===== src/cso_pkg.sv =====
// Shared types and constants for the cursor sprite overlay.
// No dependencies; used by the interfaces and every module of the block.
`default_nettype none

package cso_pkg;

  // Fixed field widths
  localparam int unsigned CURSOR_COORD_W = 12;
  localparam int unsigned HOT_X_W        = 4;
  localparam int unsigned HOT_Y_W        = 5;
  localparam int unsigned SPR_WIDTH_W    = 5;
  localparam int unsigned SPR_HEIGHT_W   = 6;
  localparam int unsigned ROW_INDEX_W    = 5;
  localparam int unsigned ROW_BITS_W     = 16;
  localparam int unsigned COLOR_W        = 32;
  localparam int unsigned CFG_INDEX_W    = 3;
  localparam int unsigned CFG_DATA_W     = 32;

  // Parameter defaults
  localparam int unsigned MAX_SPRITE_ROWS_DEF = 32;
  localparam int unsigned COORD_BITS_DEF      = 12;

  // Sprite geometry
  localparam int unsigned SPR_MAX_COLS = 16;
  localparam logic [3:0]  TOP_BIT      = 4'd15;

  localparam logic [COLOR_W-1:0] COLOR_WHITE = 32'hFFFF_FFFF;
  localparam logic [COLOR_W-1:0] COLOR_BLACK = 32'hFF00_0000;

  // Register reset values
  localparam logic [CURSOR_COORD_W-1:0] POS_X_RST      = 12'd400;
  localparam logic [CURSOR_COORD_W-1:0] POS_Y_RST      = 12'd300;
  localparam logic [HOT_X_W-1:0]        HOT_X_RST      = 4'd0;
  localparam logic [HOT_Y_W-1:0]        HOT_Y_RST      = 5'd0;
  localparam logic [SPR_WIDTH_W-1:0]    SPR_WIDTH_RST  = 5'd12;
  localparam logic [SPR_HEIGHT_W-1:0]   SPR_HEIGHT_RST = 6'd20;
  localparam logic                      ENABLE_RST     = 1'b1;

  typedef enum logic [0:0] {
    OP_PIXEL = 1'b0,
    OP_LOAD  = 1'b1
  } opcode_e;

  typedef enum logic [CFG_INDEX_W-1:0] {
    CFG_POS_X         = 3'd0,
    CFG_POS_Y         = 3'd1,
    CFG_HOT_X         = 3'd2,
    CFG_HOT_Y         = 3'd3,
    CFG_SPRITE_WIDTH  = 3'd4,
    CFG_SPRITE_HEIGHT = 3'd5,
    CFG_CURSOR_ENABLE = 3'd6
  } cfg_idx_e;

  typedef struct packed {
    logic [CURSOR_COORD_W-1:0] pos_x;
    logic [CURSOR_COORD_W-1:0] pos_y;
    logic [HOT_X_W-1:0]        hot_x;
    logic [HOT_Y_W-1:0]        hot_y;
    logic [SPR_WIDTH_W-1:0]    sprite_width;
    logic [SPR_HEIGHT_W-1:0]   sprite_height;
    logic                      cursor_enable;
  } cso_cfg_t;

endpackage

`default_nettype wire


===== src/cso_if.sv =====
// Handshake channels of the overlay: pixel/load input, result output, config write.
// Depends on cso_pkg.
`default_nettype none

interface cso_in_if
  import cso_pkg::*;
#(
  parameter int unsigned COORD_BITS = COORD_BITS_DEF
) ();
  logic                   valid;
  logic                   ready;
  logic                   opcode;
  logic [COORD_BITS-1:0]  pixel_x;
  logic [COORD_BITS-1:0]  pixel_y;
  logic [COLOR_W-1:0]     background;
  logic [ROW_INDEX_W-1:0] row_index;
  logic [ROW_BITS_W-1:0]  row_shape;
  logic [ROW_BITS_W-1:0]  row_mask;

  modport source (output valid, opcode, pixel_x, pixel_y, background,
                  row_index, row_shape, row_mask, input ready);
  modport sink   (input valid, opcode, pixel_x, pixel_y, background,
                  row_index, row_shape, row_mask, output ready);
endinterface

interface cso_out_if
  import cso_pkg::*;
();
  logic               valid;
  logic               ready;
  logic [COLOR_W-1:0] pixel_color;
  logic               cursor_hit;

  modport source (output valid, pixel_color, cursor_hit, input ready);
  modport sink   (input valid, pixel_color, cursor_hit, output ready);
endinterface

interface cso_cfg_if
  import cso_pkg::*;
();
  logic                   valid;
  logic                   ready;
  logic [CFG_INDEX_W-1:0] index;
  logic [CFG_DATA_W-1:0]  data;

  modport source (output valid, index, data, input ready);
  modport sink   (input valid, index, data, output ready);
endinterface

`default_nettype wire


===== src/cso_cfg_regs.sv =====
// Configuration register bank of the overlay.
// Depends on cso_pkg and cso_cfg_if.
`default_nettype none

module cso_cfg_regs
  import cso_pkg::*;
(
  input  wire logic  clk_i,
  input  wire logic  rst_ni,
  cso_cfg_if.sink    cfg_i,
  output cso_cfg_t   cfg_o
);

  cso_cfg_t cfg_q, cfg_d;

  assign cfg_i.ready = 1'b1;
  assign cfg_o       = cfg_q;

  always_comb begin
    cfg_d = cfg_q;
    if (cfg_i.valid) begin
      case (cfg_idx_e'(cfg_i.index))
        CFG_POS_X:         cfg_d.pos_x         = cfg_i.data[CURSOR_COORD_W-1:0];
        CFG_POS_Y:         cfg_d.pos_y         = cfg_i.data[CURSOR_COORD_W-1:0];
        CFG_HOT_X:         cfg_d.hot_x         = cfg_i.data[HOT_X_W-1:0];
        CFG_HOT_Y:         cfg_d.hot_y         = cfg_i.data[HOT_Y_W-1:0];
        CFG_SPRITE_WIDTH:  cfg_d.sprite_width  = cfg_i.data[SPR_WIDTH_W-1:0];
        CFG_SPRITE_HEIGHT: cfg_d.sprite_height = cfg_i.data[SPR_HEIGHT_W-1:0];
        CFG_CURSOR_ENABLE: cfg_d.cursor_enable = cfg_i.data[0];
        default: ;  // unused index, write dropped
      endcase
    end
  end

  always_ff @(posedge clk_i or negedge rst_ni) begin
    if (!rst_ni) begin
      cfg_q.pos_x         <= POS_X_RST;
      cfg_q.pos_y         <= POS_Y_RST;
      cfg_q.hot_x         <= HOT_X_RST;
      cfg_q.hot_y         <= HOT_Y_RST;
      cfg_q.sprite_width  <= SPR_WIDTH_RST;
      cfg_q.sprite_height <= SPR_HEIGHT_RST;
      cfg_q.cursor_enable <= ENABLE_RST;
    end else begin
      cfg_q <= cfg_d;
    end
  end

endmodule

`default_nettype wire


===== src/cso_sprite_ram.sv =====
// Sprite row store: one write port, one registered read port.
// Depends on cso_pkg.
`default_nettype none

module cso_sprite_ram
  import cso_pkg::*;
#(
  parameter int unsigned DEPTH = MAX_SPRITE_ROWS_DEF,
  parameter int unsigned AW    = 5
) (
  input  wire logic                  clk_i,
  input  wire logic                  wr_en_i,
  input  wire logic [AW-1:0]         wr_addr_i,
  input  wire logic [2*ROW_BITS_W-1:0] wr_data_i,
  input  wire logic                  rd_en_i,
  input  wire logic [AW-1:0]         rd_addr_i,
  output logic      [2*ROW_BITS_W-1:0] rd_data_o
);

  // shape in upper half, mask in lower half
  logic [2*ROW_BITS_W-1:0] mem_q [DEPTH];
  logic [2*ROW_BITS_W-1:0] rd_data_q;

  assign rd_data_o = rd_data_q;

  always_ff @(posedge clk_i) begin
    if (wr_en_i) begin
      mem_q[wr_addr_i] <= wr_data_i;
    end
  end

  always_ff @(posedge clk_i) begin
    if (rd_en_i) begin
      rd_data_q <= mem_q[rd_addr_i];
    end
  end

endmodule

`default_nettype wire


===== src/cursor_sprite_overlay_core.sv =====
// Cursor sprite overlay: composites a 1bpp masked cursor over a pixel stream.
// Throughput: one transaction per cycle, pixel or row load, while the output register
// is free or being drained; set by the four-register pipeline and one sprite row store
// access per cycle. Loads yield no result.
// Reset: rst_ni clears valid bits and loads register defaults; sprite rows stay
// undefined until loaded.
`default_nettype none

module cursor_sprite_overlay_core
  import cso_pkg::*;
#(
  parameter int unsigned MAX_SPRITE_ROWS = MAX_SPRITE_ROWS_DEF,
  parameter int unsigned COORD_BITS      = COORD_BITS_DEF
) (
  input  wire logic clk_i,
  input  wire logic rst_ni,
  cso_in_if.sink    in_i,
  cso_out_if.source out_o,
  cso_cfg_if.sink   cfg_i
);

  // signed window offsets: screen range plus hotspot offset plus sign
  localparam int unsigned CW     = COORD_BITS + 2;
  localparam int unsigned ROW_AW = (MAX_SPRITE_ROWS > 1) ? $clog2(MAX_SPRITE_ROWS) : 1;
  localparam int unsigned IDX_CW = ROW_INDEX_W + 2;

  // ---------------------------------------------------------------------------
  // Configuration
  // ---------------------------------------------------------------------------
  cso_cfg_t cfg;

  cso_cfg_regs u_cfg_regs (
    .clk_i  (clk_i),
    .rst_ni (rst_ni),
    .cfg_i  (cfg_i),
    .cfg_o  (cfg)
  );

  // Static geometry from the registers: window origin and clamped size.
  logic [COORD_BITS-1:0] cx_c, cy_c;
  logic signed [CW-1:0]  org_x, org_y;
  logic signed [CW-1:0]  wid_eff, hgt_eff;

  assign cx_c  = COORD_BITS'(cfg.pos_x);
  assign cy_c  = COORD_BITS'(cfg.pos_y);
  assign org_x = $signed({2'b00, cx_c}) - $signed(CW'(cfg.hot_x));
  assign org_y = $signed({2'b00, cy_c}) - $signed(CW'(cfg.hot_y));

  always_comb begin
    // wide sprite clamps at 16 columns, tall one at the store depth
    if (CW'(cfg.sprite_width) > CW'(SPR_MAX_COLS)) begin
      wid_eff = $signed(CW'(SPR_MAX_COLS));
    end else begin
      wid_eff = $signed(CW'(cfg.sprite_width));
    end
    if (CW'(cfg.sprite_height) > CW'(MAX_SPRITE_ROWS)) begin
      hgt_eff = $signed(CW'(MAX_SPRITE_ROWS));
    end else begin
      hgt_eff = $signed(CW'(cfg.sprite_height));
    end
  end

  // ---------------------------------------------------------------------------
  // Pipeline control: all stages advance together whenever the output
  // register is free or being drained. Bubbles travel as cleared valid bits.
  // ---------------------------------------------------------------------------
  logic adv;
  logic out_valid_q, out_valid_d;

  assign adv        = !out_valid_q || out_o.ready;
  assign in_i.ready = adv;

  // Stage 1: registered input transaction
  logic                   s1_valid_q;
  opcode_e                s1_op_q;
  logic [COORD_BITS-1:0]  s1_px_q, s1_py_q;
  logic [COLOR_W-1:0]     s1_bg_q;
  logic [ROW_INDEX_W-1:0] s1_ridx_q;
  logic [ROW_BITS_W-1:0]  s1_shape_q, s1_mask_q;

  // Stage 2: position relative to sprite corner
  logic                   s2_valid_q;
  opcode_e                s2_op_q;
  logic signed [CW-1:0]   s2_col_q, s2_row_q;
  logic signed [CW-1:0]   s2_col_d, s2_row_d;
  logic [COLOR_W-1:0]     s2_bg_q;
  logic [ROW_INDEX_W-1:0] s2_ridx_q;
  logic [ROW_BITS_W-1:0]  s2_shape_q, s2_mask_q;

  // Stage 3: window decision, sprite row from the store
  logic                   s3_valid_q;
  opcode_e                s3_op_q;
  logic                   s3_in_win_q, s3_in_win_d;
  logic [3:0]             s3_col_q;
  logic [COLOR_W-1:0]     s3_bg_q;

  // Output register
  logic [COLOR_W-1:0]     out_color_q, out_color_d;
  logic                   out_hit_q, out_hit_d;

  assign s2_col_d = $signed({2'b00, s1_px_q}) - org_x;
  assign s2_row_d = $signed({2'b00, s1_py_q}) - org_y;

  assign s3_in_win_d = cfg.cursor_enable
                    && !s2_col_q[CW-1] && (s2_col_q < wid_eff)
                    && !s2_row_q[CW-1] && (s2_row_q < hgt_eff);

  // ---------------------------------------------------------------------------
  // Sprite row store. Loads write and pixels read in stage 2, so program
  // order between loads and pixels is kept by the pipeline itself.
  // ---------------------------------------------------------------------------
  logic                    ram_we, ram_re;
  logic [ROW_AW-1:0]       ram_waddr, ram_raddr;
  logic [2*ROW_BITS_W-1:0] ram_rdata;

  // out-of-range load rows are dropped
  assign ram_we    = adv && s2_valid_q && (s2_op_q == OP_LOAD)
                  && (IDX_CW'(s2_ridx_q) < IDX_CW'(MAX_SPRITE_ROWS));
  assign ram_waddr = ROW_AW'(s2_ridx_q);
  assign ram_re    = adv && s2_valid_q && (s2_op_q == OP_PIXEL) && s3_in_win_d;
  assign ram_raddr = s2_row_q[ROW_AW-1:0];

  cso_sprite_ram #(
    .DEPTH (MAX_SPRITE_ROWS),
    .AW    (ROW_AW)
  ) u_sprite_ram (
    .clk_i     (clk_i),
    .wr_en_i   (ram_we),
    .wr_addr_i (ram_waddr),
    .wr_data_i ({s2_shape_q, s2_mask_q}),
    .rd_en_i   (ram_re),
    .rd_addr_i (ram_raddr),
    .rd_data_o (ram_rdata)
  );

  // ---------------------------------------------------------------------------
  // Compositing: bit 15 is column 0. Opaque mask bit gives white or black.
  // ---------------------------------------------------------------------------
  logic [3:0]            bit_sel;
  logic [ROW_BITS_W-1:0] rd_shape, rd_mask;
  logic                  mbit, sbit;

  assign rd_shape = ram_rdata[2*ROW_BITS_W-1:ROW_BITS_W];
  assign rd_mask  = ram_rdata[ROW_BITS_W-1:0];
  assign bit_sel  = TOP_BIT - s3_col_q;
  assign mbit     = rd_mask[bit_sel];
  assign sbit     = rd_shape[bit_sel];

  always_comb begin
    out_hit_d   = s3_in_win_q && mbit;
    out_color_d = s3_bg_q;
    if (out_hit_d) begin
      out_color_d = sbit ? COLOR_WHITE : COLOR_BLACK;
    end
    out_valid_d = s3_valid_q && (s3_op_q == OP_PIXEL);
  end

  // Valid bits
  always_ff @(posedge clk_i or negedge rst_ni) begin
    if (!rst_ni) begin
      s1_valid_q  <= 1'b0;
      s2_valid_q  <= 1'b0;
      s3_valid_q  <= 1'b0;
      out_valid_q <= 1'b0;
    end else if (adv) begin
      s1_valid_q  <= in_i.valid;
      s2_valid_q  <= s1_valid_q;
      s3_valid_q  <= s2_valid_q;
      out_valid_q <= out_valid_d;
    end
  end

  // Payload
  always_ff @(posedge clk_i) begin
    if (adv) begin
      s1_op_q     <= opcode_e'(in_i.opcode);
      s1_px_q     <= in_i.pixel_x;
      s1_py_q     <= in_i.pixel_y;
      s1_bg_q     <= in_i.background;
      s1_ridx_q   <= in_i.row_index;
      s1_shape_q  <= in_i.row_shape;
      s1_mask_q   <= in_i.row_mask;

      s2_op_q     <= s1_op_q;
      s2_col_q    <= s2_col_d;
      s2_row_q    <= s2_row_d;
      s2_bg_q     <= s1_bg_q;
      s2_ridx_q   <= s1_ridx_q;
      s2_shape_q  <= s1_shape_q;
      s2_mask_q   <= s1_mask_q;

      s3_op_q     <= s2_op_q;
      s3_in_win_q <= s3_in_win_d;
      s3_col_q    <= s2_col_q[3:0];
      s3_bg_q     <= s2_bg_q;

      out_color_q <= out_color_d;
      out_hit_q   <= out_hit_d;
    end
  end

  assign out_o.valid       = out_valid_q;
  assign out_o.pixel_color = out_color_q;
  assign out_o.cursor_hit  = out_hit_q;

  // ---------------------------------------------------------------------------
  // Assertions
  // ---------------------------------------------------------------------------
  a_hit_colour: assert property (@(posedge clk_i) disable iff (!rst_ni)
    out_valid_q && out_hit_q |->
      (out_color_q == COLOR_WHITE) || (out_color_q == COLOR_BLACK))
    else $error("cursor hit with a colour other than white or black");

  a_hit_needs_enable: assert property (@(posedge clk_i) disable iff (!rst_ni)
    out_valid_q && out_hit_q |-> cfg.cursor_enable)
    else $error("cursor hit while cursor disabled");

  a_load_no_result: assert property (@(posedge clk_i) disable iff (!rst_ni)
    adv && s3_valid_q && (s3_op_q == OP_LOAD) |=> !out_valid_q)
    else $error("row load produced a result transaction");

endmodule

`default_nettype wire


===== src/flat_wrapper.sv =====
// flat-port wrapper written by rule: the top's interface ports become plain ports
module cursor_sprite_overlay_core_flat import cso_pkg::*;
#(
  parameter int unsigned MAX_SPRITE_ROWS = MAX_SPRITE_ROWS_DEF,
  parameter int unsigned COORD_BITS      = COORD_BITS_DEF
)
  (clk_i, rst_ni, in_i_valid, in_i_opcode, in_i_pixel_x, in_i_pixel_y, in_i_background, in_i_row_index, in_i_row_shape, in_i_row_mask, in_i_ready, out_o_valid, out_o_pixel_color, out_o_cursor_hit, out_o_ready, cfg_i_valid, cfg_i_index, cfg_i_data, cfg_i_ready);
  cso_in_if #(.COORD_BITS(COORD_BITS)) in_i_i ();
  cso_out_if out_o_i ();
  cso_cfg_if cfg_i_i ();
  input  wire logic clk_i;
  input  wire logic rst_ni;
  input wire logic [$bits(in_i_i.valid)-1:0] in_i_valid;
  input wire logic [$bits(in_i_i.opcode)-1:0] in_i_opcode;
  input wire logic [$bits(in_i_i.pixel_x)-1:0] in_i_pixel_x;
  input wire logic [$bits(in_i_i.pixel_y)-1:0] in_i_pixel_y;
  input wire logic [$bits(in_i_i.background)-1:0] in_i_background;
  input wire logic [$bits(in_i_i.row_index)-1:0] in_i_row_index;
  input wire logic [$bits(in_i_i.row_shape)-1:0] in_i_row_shape;
  input wire logic [$bits(in_i_i.row_mask)-1:0] in_i_row_mask;
  output wire logic [$bits(in_i_i.ready)-1:0] in_i_ready;
  output wire logic [$bits(out_o_i.valid)-1:0] out_o_valid;
  output wire logic [$bits(out_o_i.pixel_color)-1:0] out_o_pixel_color;
  output wire logic [$bits(out_o_i.cursor_hit)-1:0] out_o_cursor_hit;
  input wire logic [$bits(out_o_i.ready)-1:0] out_o_ready;
  input wire logic [$bits(cfg_i_i.valid)-1:0] cfg_i_valid;
  input wire logic [$bits(cfg_i_i.index)-1:0] cfg_i_index;
  input wire logic [$bits(cfg_i_i.data)-1:0] cfg_i_data;
  output wire logic [$bits(cfg_i_i.ready)-1:0] cfg_i_ready;
  assign in_i_i.valid = in_i_valid;
  assign in_i_i.opcode = in_i_opcode;
  assign in_i_i.pixel_x = in_i_pixel_x;
  assign in_i_i.pixel_y = in_i_pixel_y;
  assign in_i_i.background = in_i_background;
  assign in_i_i.row_index = in_i_row_index;
  assign in_i_i.row_shape = in_i_row_shape;
  assign in_i_i.row_mask = in_i_row_mask;
  assign in_i_ready = in_i_i.ready;
  assign out_o_valid = out_o_i.valid;
  assign out_o_pixel_color = out_o_i.pixel_color;
  assign out_o_cursor_hit = out_o_i.cursor_hit;
  assign out_o_i.ready = out_o_ready;
  assign cfg_i_i.valid = cfg_i_valid;
  assign cfg_i_i.index = cfg_i_index;
  assign cfg_i_i.data = cfg_i_data;
  assign cfg_i_ready = cfg_i_i.ready;
  cursor_sprite_overlay_core #(.MAX_SPRITE_ROWS(MAX_SPRITE_ROWS), .COORD_BITS(COORD_BITS)) u_core (.clk_i(clk_i), .rst_ni(rst_ni), .in_i(in_i_i), .out_o(out_o_i), .cfg_i(cfg_i_i));
endmodule

===== config.mk =====
export PLATFORM = sky130hd
export DESIGN_NAME = cursor_sprite_overlay_core_flat
export DESIGN_NICKNAME = d
export VERILOG_FILES = /design/src/cso_pkg.sv /design/src/cso_if.sv /design/src/cso_cfg_regs.sv /design/src/cso_sprite_ram.sv /design/src/cursor_sprite_overlay_core.sv /design/src/flat_wrapper.sv
export SDC_FILE = /design/constraint.sdc
export NUM_CORES = 1
export LEC_CHECK = 0
export ABC_AREA = 1
export BUFFER_PORTS_ARGS = -buffer_cell sky130_fd_sc_hd__buf_2
export CAP_MARGIN = 15
export CORE_MARGIN = 3
export CORE_UTILIZATION = 44
export CTS_CLUSTER_DIAMETER = 150
export CTS_CLUSTER_SIZE = 8
export DETAILED_ROUTE_END_ITERATION = 10
export PLACE_DENSITY_LB_ADDON = 0.2
export SLEW_MARGIN = 20
export SYNTH_ARGS = -nofsm -noshare
export SYNTH_HDL_FRONTEND = slang
export SYNTH_SLANG_ARGS = --single-unit

===== constraint.sdc =====
create_clock -name clk_i -period 14.3 [get_ports clk_i]
set_input_delay 2.86 -clock clk_i [delete_from_list [all_inputs] [get_ports clk_i]]
set_output_delay 2.86 -clock clk_i [all_outputs]
set_load 0.01 [all_outputs]

* After elaboration in Yosys (flattened, before gate mapping)
Memories as Yosys holds them, arrays and structs flattened. A register that Yosys moved wholly into a read port is not among the register bits.
Index checks and enable logic that the tools add are counted.
Widths: inputs -> output; s select.
** Storage, ports and cells
- Memory bits (writable) :: 1024
- Memories kept :: 1
- Register bits after elaboration :: 312
- Bits of input ports :: 134
** Memory list
- u_core.u_sprite_ram.mem_q :: words 32, width 32, read ports 1, clocked after Yosys merged registers in 1, write ports 1, line cso_sprite_ram.sv:21 : logic [2*ROW_BITS_W-1:0] mem_q [DEPTH];
** Operators by class
- Order comparisons :: 5
- Reduce and logical (&&, ||, !) cells :: 22
- $add $sub $neg :: 5
- Eq/ne operators :: 6
- Mux-type cells :: 10
- Bitwise operators :: 2
** Operators with widths (number)
- $mux 32 :: 1
- $sub 13x14->14 :: 2
- $mux 24 :: 1
- $lt 14x6->1 :: 1
- $lt 14x7->1 :: 1
- $reduce_and 2->1 :: 7
- $sub 12x4->13 :: 1
- $sub 12x5->13 :: 1
- $logic_and 1x1->1 :: 10
- $eq 3x3->1 const B :: 3
- $bmux 1 s4 :: 2
- $eq 3x2->1 const B :: 2
- $gt 6x6->1 const B :: 1
- $mux 6 :: 1
- $gt 5x5->1 const B :: 1
- $lt 4x5->1 const B :: 1
- $mux 5 :: 1
- $mux 1 :: 4
- $sub 4x4->4 const A :: 1
- $eq 3x1->1 const B :: 1
- $logic_not 1->1 :: 3
- $logic_not 3->1 :: 1
- $not 1->1 :: 2
- $logic_or 1x1->1 :: 1

* Depth between registers and ports, before layout
Gate-level depths: netlist of the first run.
- Depth after elaboration :: 7
- Mapped depth :: 18

* Cells and area by module
From an unflattened synthesis of the first run, not the netlist that was laid out.
** Unflattened totals
- Cell total of the unflattened synthesis :: 4506
- Area, all modules :: 55405.6 µm²
** Modules (own cells, without submodules)
- cso_sprite_ram :: times used 1, seq. area each 31710.4 µm², area an instance 42726.0 µm², cells an instance 3536
- cursor_sprite_overlay_core :: times used 1, seq. area each 7997.7 µm², area an instance 10812.9 µm², cells an instance 758
- cso_cfg_regs :: times used 1, seq. area each 1141.1 µm², area an instance 1866.8 µm², cells an instance 212

* Worst setup path before layout of the first run
Ideal clock, no wire load.
- Kind :: input -> output
- From :: input port out_o_ready
- To :: output port in_i_ready
- Buffers on the path :: 0
- Path slack :: 2851 ps
- Arrival time :: 8589 ps
- Cell stages on the path :: 2
- Cell sequence :: inv_1 > nand2_1
** On the way
- Word-level cells in the longest chain between the ends :: 1
** Ends and longest elaborated chain
- start, declared :: line flat_wrapper.sv:25 : input wire logic [$bits(out_o_i.ready)-1:0] out_o_ready;
- $logic_or 1x1->1 :: line cursor_sprite_overlay_core.sv:70 : assign adv = !out_valid_q || out_o.ready;
- end, declared :: line flat_wrapper.sv:21 : output wire logic [$bits(in_i_i.ready)-1:0] in_i_ready;
No other way between the ends.

* Worst setup path after layout of the first run
Same ends and word-level chain as after synthesis.

==> run summary, run 1 <==
YOSYS
-------------------------------------------------------------------------------------------
#FFs+latches synth ...........................................................         1368
Main synth FF type ...........................................................     edfxtp_1
Synthesized instance count ...................................................         4341
Number of warnings printed during yosys synthesis ............................            0
Async S/R FF share, synth ....................................................       3.582%
Number of flops mapped to enable cells by yosys ..............................         1319
Number of distinct library cells after synthesis .............................           36
Post-synthesis instance area .................................................  0.05467 mm²
Sequential element share of the synthesized area .............................       74.72%
Syn_area_per_cell ............................................................    12.59 µm²
Syn_nets .....................................................................         4521

ROUTE
-------------------------------------------------------------------------------------------
DRC violation count after routing ............................................            0
Vias per Instance ............................................................        5.364
Remaining antenna violation count ............................................            0
Total number of vias .........................................................        33220
Final routed wire length divided by cell count ...............................     21.78 µm
Number of design-rule violations left by the first detailed-router iteration .         3332
TritonRoute pass-1 iters .....................................................            6
Routed WL ....................................................................    134900 µm

POWER
-------------------------------------------------------------------------------------------
Power per standard cell area ................................................. 209.0 mW/mm²
Peak ir drop on the vdd network ..............................................    0.1539 mV
Static leakage ...............................................................     22.87 nW

FLOORPLAN
-------------------------------------------------------------------------------------------
Placement Rows ...............................................................          128
Core area ....................................................................   0.1225 mm²
Chip height ..................................................................     358.5 µm
Total die area ...............................................................   0.1285 mm²
Boundary pin count ...........................................................          170
Initial Util .................................................................       44.62%
X dimension of the die .......................................................     358.5 µm

GLOBAL ROUTING
-------------------------------------------------------------------------------------------
Largest net degree at the start of global routing ............................          189
Residual overflow from global routing ........................................            0
Number of antenna violations at the first check in global routing ............            1
Total global-route track usage ...............................................       21.01%
Number of global-route vias before repair ....................................        32050
Wire length of the first global-routing pass .................................    200400 µm

PLACED DESIGN
-------------------------------------------------------------------------------------------
Routability-driven placement congestion ratio ................................       0.7830
Number of I/O port buffers ...................................................          148
Number of instances in the placed design .....................................         5945
DPL Wire Length ..............................................................     70500 µm

SETUP PATH
-------------------------------------------------------------------------------------------
Data arrival time of the critical path .......................................      3.69 ns
Master of the slowest instance on the critical path ..........................      nand2_4
Startpoint kind of the worst setup timing path ............................... primary input
Worst path required time .....................................................     11.44 ns
Most used cell along the critical path .......................................        buf_2
Kind of capture point of the worst setup path ................................ primary output
Class of the most critical setup path ........................................       in2out
Maximum single-stage delay on the critical path ..............................      0.40 ns
CP cell instances ............................................................ buf_2 > inv_1 > nand2_4 > buf_2
CP max FO ....................................................................           38

STA
-------------------------------------------------------------------------------------------
Clock Skews ..................................................................   0.02506 ns
RSZ-0062 raised after global routing .........................................           no
Least-Margin Pin Slew ........................................................     1.127 ns
Max-Slew Margin vs Limit .....................................................       24.88%
Final hold violation count ...................................................            0
Fmax achieved ................................................................   0.1528 GHz
Sum of negative setup slack ..................................................         0 ns
Tcrit/Tclk final .............................................................       45.78%
Setup-failing EPs final ......................................................            0
Minimum clock period after layout ............................................     6.546 ns
Count of pins over their slew limit ..........................................            0
Tightest hold margin .........................................................    0.4033 ns

FINAL LAYOUT
-------------------------------------------------------------------------------------------
Proportion of layout cells with a drive suffix above 1 .......................       10.60%
Layout fillers ...............................................................        10380
Number of standard cells in the layout, taps in and fillers out ..............         6193
Layout Nets ..................................................................         4701
Area grow syn2layout .........................................................       13.70%

CLOCKING
-------------------------------------------------------------------------------------------
Clock slew at the register clock pins of the worst setup and hold paths ......      0.05 ns
TritonCTS buffer count .......................................................          188
Hold-fix buffer count after cts ..............................................            0
Number of clock sinks ........................................................         1368
CTS H-Tree Depth .............................................................            4
Worst-skew pair later-pin latency ............................................      0.79 ns
Worst-case clock buffer depth ................................................            3
Buffer count from post-CTS setup fixing ......................................            0
Clock root buffer master .....................................................    clkbuf_16
Number of cells upsized or downsized after cts ...............................            0
TritonCTS clock tree .........................................................         done

FLOW RUN
-------------------------------------------------------------------------------------------
# Max-Cap Violations .........................................................            0

MIN PATH
-------------------------------------------------------------------------------------------
Tightest Hold Check Type .....................................................      reg2reg

RUN STATUS
-------------------------------------------------------------------------------------------
Result of the run ............................................................ finished, final reports clean

==> flip-flops by register name (all words and copies together) (netlist names), 32 cells and up <==
name	count
u_core.out_o.pixel_color	32
u_core.s1_bg_q	32
u_core.s3_bg_q	32
u_core.u_sprite_ram.rd_data_o	32
u_core.s2_bg_q	32
u_core.u_cfg_regs.cfg_o	45
u_core.u_sprite_ram.mem_q	1024
==> metal layers <==
layer  wire length (µm)  vias to the layer above  GRT usage [%]
li1                   -                    15640              -
met1              58410                    16240          29.28
met2              63030                     1118          33.06
met3               9496                      226          4.160
met4               3940                        0          7.463
met5                  0                        -              0
==> logic make-up after synthesis <==
group,after synthesis,share of synthesized area (%)
buf+inv,327,3.112
flops,1368,74.72
xor+xnor,41,0.6568
compound gates,626,6.346
fa+ha+maj,46,1.108
simple gates,1932,14.05
other cells,1,0.006859
==> worst max-delay path, delay by kind of cell <==
family | cells | cell delay, ns
simple gates | 1 | 0.40
buf+inv | 3 | 0.39
==> path summary, 6_finish.rpt <==
check                      slack [ns]                          endpoint  cells past startpoint           startpoint
setup / recovery                 7.75                        in_i_ready                      4          out_o_ready
hold reg to reg                  0.40               u_core.s2_mask_q[1]                      0  u_core.s1_mask_q[1]
setup reg to reg                10.29  u_core.u_sprite_ram.rd_data_o[7]                     11   u_core.s2_row_q[0]
hold / removal                   0.40               u_core.s2_mask_q[1]                      0  u_core.s1_mask_q[1]
max in group asynchronous       11.65       u_core.u_cfg_regs.cfg_o[38]                      2               rst_ni
min in group asynchronous        2.19                 u_core.s1_valid_q                      2               rst_ni
==> layout by cell type, fill, tap and decap left out, drive strengths merged, types with 4 or more instances in the layout <==
cell type  Yosys  layout
edfxtp      1319    1319
nand2       1245    1245
nor2         368     368
nand3        294     294
a21oi        292     292
clkbuf        93     224
buf          140     223
o21ai        199     199
o31ai        128     128
inv           94     100
ha            42      42
dfrtp         37      37
xor2          30      30
dfstp         12      12
xnor2         11      11
nand4          9       9
nor3           8       8
clkinv         0       6
or2            5       5
o211ai         4       4
fa             4       4
==> stage by stage <==
| step | power [mW] | util [%] | worst slack, ns | area (µm²) |
|---|---|---|---|---|
| global placement | 9.101 | 46.45 | 7.750 | 56910 |
| detailed placement | 9.126 | 46.45 | 7.728 | 56910 |
| global route | 13.73 | 50.73 | 7.675 | 62160 |
| CTS | 13.06 | 50.58 | 7.728 | 61970 |
| finish | 12.99 | 50.74 | 7.754 | 62160 |
| floorplan | 8.023 | - | 2.851 | 54670 |
==> synthesized netlist by cell type (30+ instances only) <==
cell type / instances / area (µm²)
a21oi_1: 292 / 1461
buf_2: 63 / 315.3
buf_6: 40 / 450.4
clkbuf_1: 93 / 349.1
dfrtp_1: 37 / 925.9
edfxtp_1: 1319 / 39610
ha_1: 42 / 525.5
inv_1: 89 / 334.1
nand2_1: 1244 / 4669
nand3_1: 293 / 1466
nor2_1: 368 / 1381
o21ai_0: 197 / 986.0
o31ai_1: 128 / 960.9
xor2_1: 30 / 262.8
==> power by group <==
| group | internal (mW) | total [mW] | switching, mW | leakage, nW |
|---|---|---|---|---|
| Combinational | 1.03 | 3.69 | 2.65 | 7.61 |
| Sequential | 5.11 | 5.39 | 0.280 | 12.8 |
| Clock | 2.36 | 3.92 | 1.56 | 2.46 |
| Total | 8.50 | 13.0 | 4.49 | 22.9 |
==> area by class of cell <==
class,instances,area (µm²),share of cell area (%)
flip-flops and latches,1368,40850,65.72
multi-input cells,2646,12380,19.91
clock buffers,224,4882,7.854
well taps,1625,2033,3.271
repair buffers,223,1458,2.345
inverters,94,380.4,0.6119
clock inverters,12,178.9,0.2878
diodes,1,2.502,0.004026
(Power assumes the default switching activity.)
==> inputs of run 2 (changes only) <==
- clock period: 14.3 -> 6.56 ns (I/O delays scaled with it)
==> run 2 against run 1 <==
Compared with the run above:
- worst hold slack better by 0.0088 ns
- core utilization up 0.24 points
- sequential power up 110%
- highest routed layer is now met5
- non-clock buffer count up 24
- combinational power up 130%
- setup slack worse by 4.7 ns
- die area unchanged
- largest cell class unchanged
- routed wire length down 3.2%
- via count down 0.20%
==> run summary, run 2 (synthesized netlist as in run 1, its figures left out) <==
FLOORPLAN
-------------------------------------------------------------------------------------------
X dimension of the die .......................................................     358.5 µm
Core area ....................................................................   0.1225 mm²
Chip height ..................................................................     358.5 µm
Total die area ...............................................................   0.1285 mm²
Placement Rows ...............................................................          128
Initial Util .................................................................       44.62%
Boundary pin count ...........................................................          170

CLOCKING
-------------------------------------------------------------------------------------------
Number of cells upsized or downsized after cts ...............................            0
TritonCTS buffer count .......................................................          188
Worst-case clock buffer depth ................................................            3
Worst-skew pair later-pin latency ............................................      0.77 ns
Buffer count from post-CTS setup fixing ......................................            0
CTS H-Tree Depth .............................................................            4
TritonCTS clock tree .........................................................         done
Clock root buffer master .....................................................    clkbuf_16
Clock slew at the register clock pins of the worst setup and hold paths ......      0.05 ns
Hold-fix buffer count after cts ..............................................            0
Number of clock sinks ........................................................         1368

SETUP PATH
-------------------------------------------------------------------------------------------
Most used cell along the critical path .......................................        buf_2
CP cell instances ............................................................ buf_2 > inv_1 > nand2_8 > buf_2
Master of the slowest instance on the critical path ..........................      nand2_8
Reg-to-reg slack, setup ......................................................      3.11 ns
Depth of the worst register-to-register path .................................           10
CP max FO ....................................................................           75
Class of the most critical setup path ........................................       in2out
Buffers plus inverters on the worst setup path ...............................            3
Cell family with most CP delay ............................................... buffers and inverters
Kind of capture point of the worst setup path ................................ primary output
WP depth .....................................................................            4
Worst path required time .....................................................      5.25 ns
Startpoint kind of the worst setup timing path ............................... primary input
Maximum single-stage delay on the critical path ..............................      0.35 ns
Data arrival time of the critical path .......................................      2.21 ns

FLOW RUN
-------------------------------------------------------------------------------------------
# Max-Cap Violations .........................................................            0

GLOBAL ROUTING
-------------------------------------------------------------------------------------------
Largest net degree at the start of global routing ............................          170
Wire length of the first global-routing pass .................................    196400 µm
Total global-route track usage ...............................................       20.30%
Number of antenna violations at the first check in global routing ............            4
Number of global-route vias before repair ....................................        32030
Residual overflow from global routing ........................................            0

FINAL LAYOUT
-------------------------------------------------------------------------------------------
Area grow syn2layout .........................................................       14.24%
Proportion of layout cells with a drive suffix above 1 .......................       11.06%
Commonest cells after routing, fill and taps aside ........................... 1319 x edfxtp_1, 1243 x nand2_1, 335 x nor2_1
Layout Nets ..................................................................         4725
Register name with the most flops ............................................ u_core.u_sprite_ram.mem_q
Combined area of the multi-input logic cells .................................  0.01238 mm²
Area of all sequential standard cells ........................................  0.04085 mm²
Flip-flop count of the largest register after layout .........................         1024
Most frequent standard cell in the layout excluding fill and tap cells .......     edfxtp_1
Final Instance Area ..........................................................  0.06245 mm²
Layout fillers ...............................................................        10380

ROUTE
-------------------------------------------------------------------------------------------
Vias per Instance ............................................................        5.338
Remaining antenna violation count ............................................            0
DRC violation count after routing ............................................            0
Routed WL ....................................................................    130600 µm
Final routed wire length divided by cell count ...............................     21.03 µm
Number of design-rule violations left by the first detailed-router iteration .         3087
Total number of vias .........................................................        33150
TritonRoute pass-1 iters .....................................................            6

STA
-------------------------------------------------------------------------------------------
Least-Margin Pin Slew ........................................................     1.066 ns
Setup-failing EPs final ......................................................            0
Max-Slew Margin vs Limit .....................................................       28.89%
Sum of negative setup slack ..................................................         0 ns
RSZ-0062 raised after global routing .........................................           no
Clock Skews ..................................................................   0.02178 ns
Minimum clock period after layout ............................................     3.520 ns
Tcrit/Tclk final .............................................................       53.66%
Final hold violation count ...................................................            0
Count of pins over their slew limit ..........................................            0
Fmax achieved ................................................................   0.2841 GHz

PLACED DESIGN
-------------------------------------------------------------------------------------------
Cell area reported after detailed placement ..................................  0.05724 mm²
Routability-driven placement congestion ratio ................................       0.8185
DPL Wire Length ..............................................................     74360 µm
Number of I/O port buffers ...................................................          148

POWER
-------------------------------------------------------------------------------------------
Power per standard cell area ................................................. 459.6 mW/mm²
Total power after layout .....................................................     28.71 mW
Peak ir drop on the vdd network ..............................................    0.3120 mV
Static leakage ...............................................................     23.04 nW

MIN PATH
-------------------------------------------------------------------------------------------
Tightest Hold Check Type .....................................................      reg2reg
Worst hold path depth ........................................................            0

RUN STATUS
-------------------------------------------------------------------------------------------
Result of the run ............................................................ finished, final reports clean

## run 2: report_power, final
group	switching [mW]	internal, mW	leakage, nW
Clock	3.32	5.26	2.49
Sequential	0.344	11.1	12.8
Combinational	6.34	2.32	7.75
## run 2: area by class of cell
cell class / count / area share (%)
Antenna cell: 3 / 0.01202
Multi-Input combinational cell: 2646 / 19.83
Sequential cell: 1368 / 65.41
Inverter: 94 / 0.6090
Tap cell: 1625 / 3.255
Timing Repair Buffer: 247 / 2.741
Clock buffer: 224 / 8.056
Clock inverter: 4 / 0.09215
## run 2: worst paths after layout
path                                 startpoint                                 to
setup / recovery                    out_o_ready                         in_i_ready
hold / removal             u_core.s1_mask_q[12]               u_core.s2_mask_q[12]
setup reg to reg             u_core.s2_row_q[1]  u_core.u_sprite_ram.rd_data_o[13]
hold reg to reg            u_core.s1_mask_q[12]               u_core.s2_mask_q[12]
max in group asynchronous                rst_ni                 u_core.out_o.valid
min in group asynchronous                rst_ni        u_core.u_cfg_regs.cfg_o[42]
## run 2: stage by stage
stage	utilization [%]	setup WS (ns)	hold slack, ns	std cells
after floorplan	-	0.8784	0.4003	4341
final	50.98	3.040	0.4122	6211
after global placement	46.68	2.431	0.4010	5971
after detailed placement	46.72	2.365	0.4045	5973
after CTS	50.88	3.009	0.4137	6201
after global routing	50.97	2.917	0.4163	6210
## run 2: metal layers
layer	vias to the layer above	GRT usage [%]	wire [µm]	part of all wire, %
li1	15690	-	-	-
met1	16240	29.27	58140	45
met2	1025	31.57	60920	47
met3	199	3.637	8551	6.5
met4	2	6.244	2983	2.3
met5	-	0	12	0.0092
## run 2: worst reg2reg max path, cell delays in order (launching register included)
cell and delay (ns):
edfxtp_1 0.41, buf_12 0.27, inv_6 0.71, buf_4 0.78
nand3_1 0.17, nand2_1 0.14, a21oi_1 0.07, o31ai_1 0.30
nand2_1 0.20, nand2_1 0.12, nand2_1 0.06
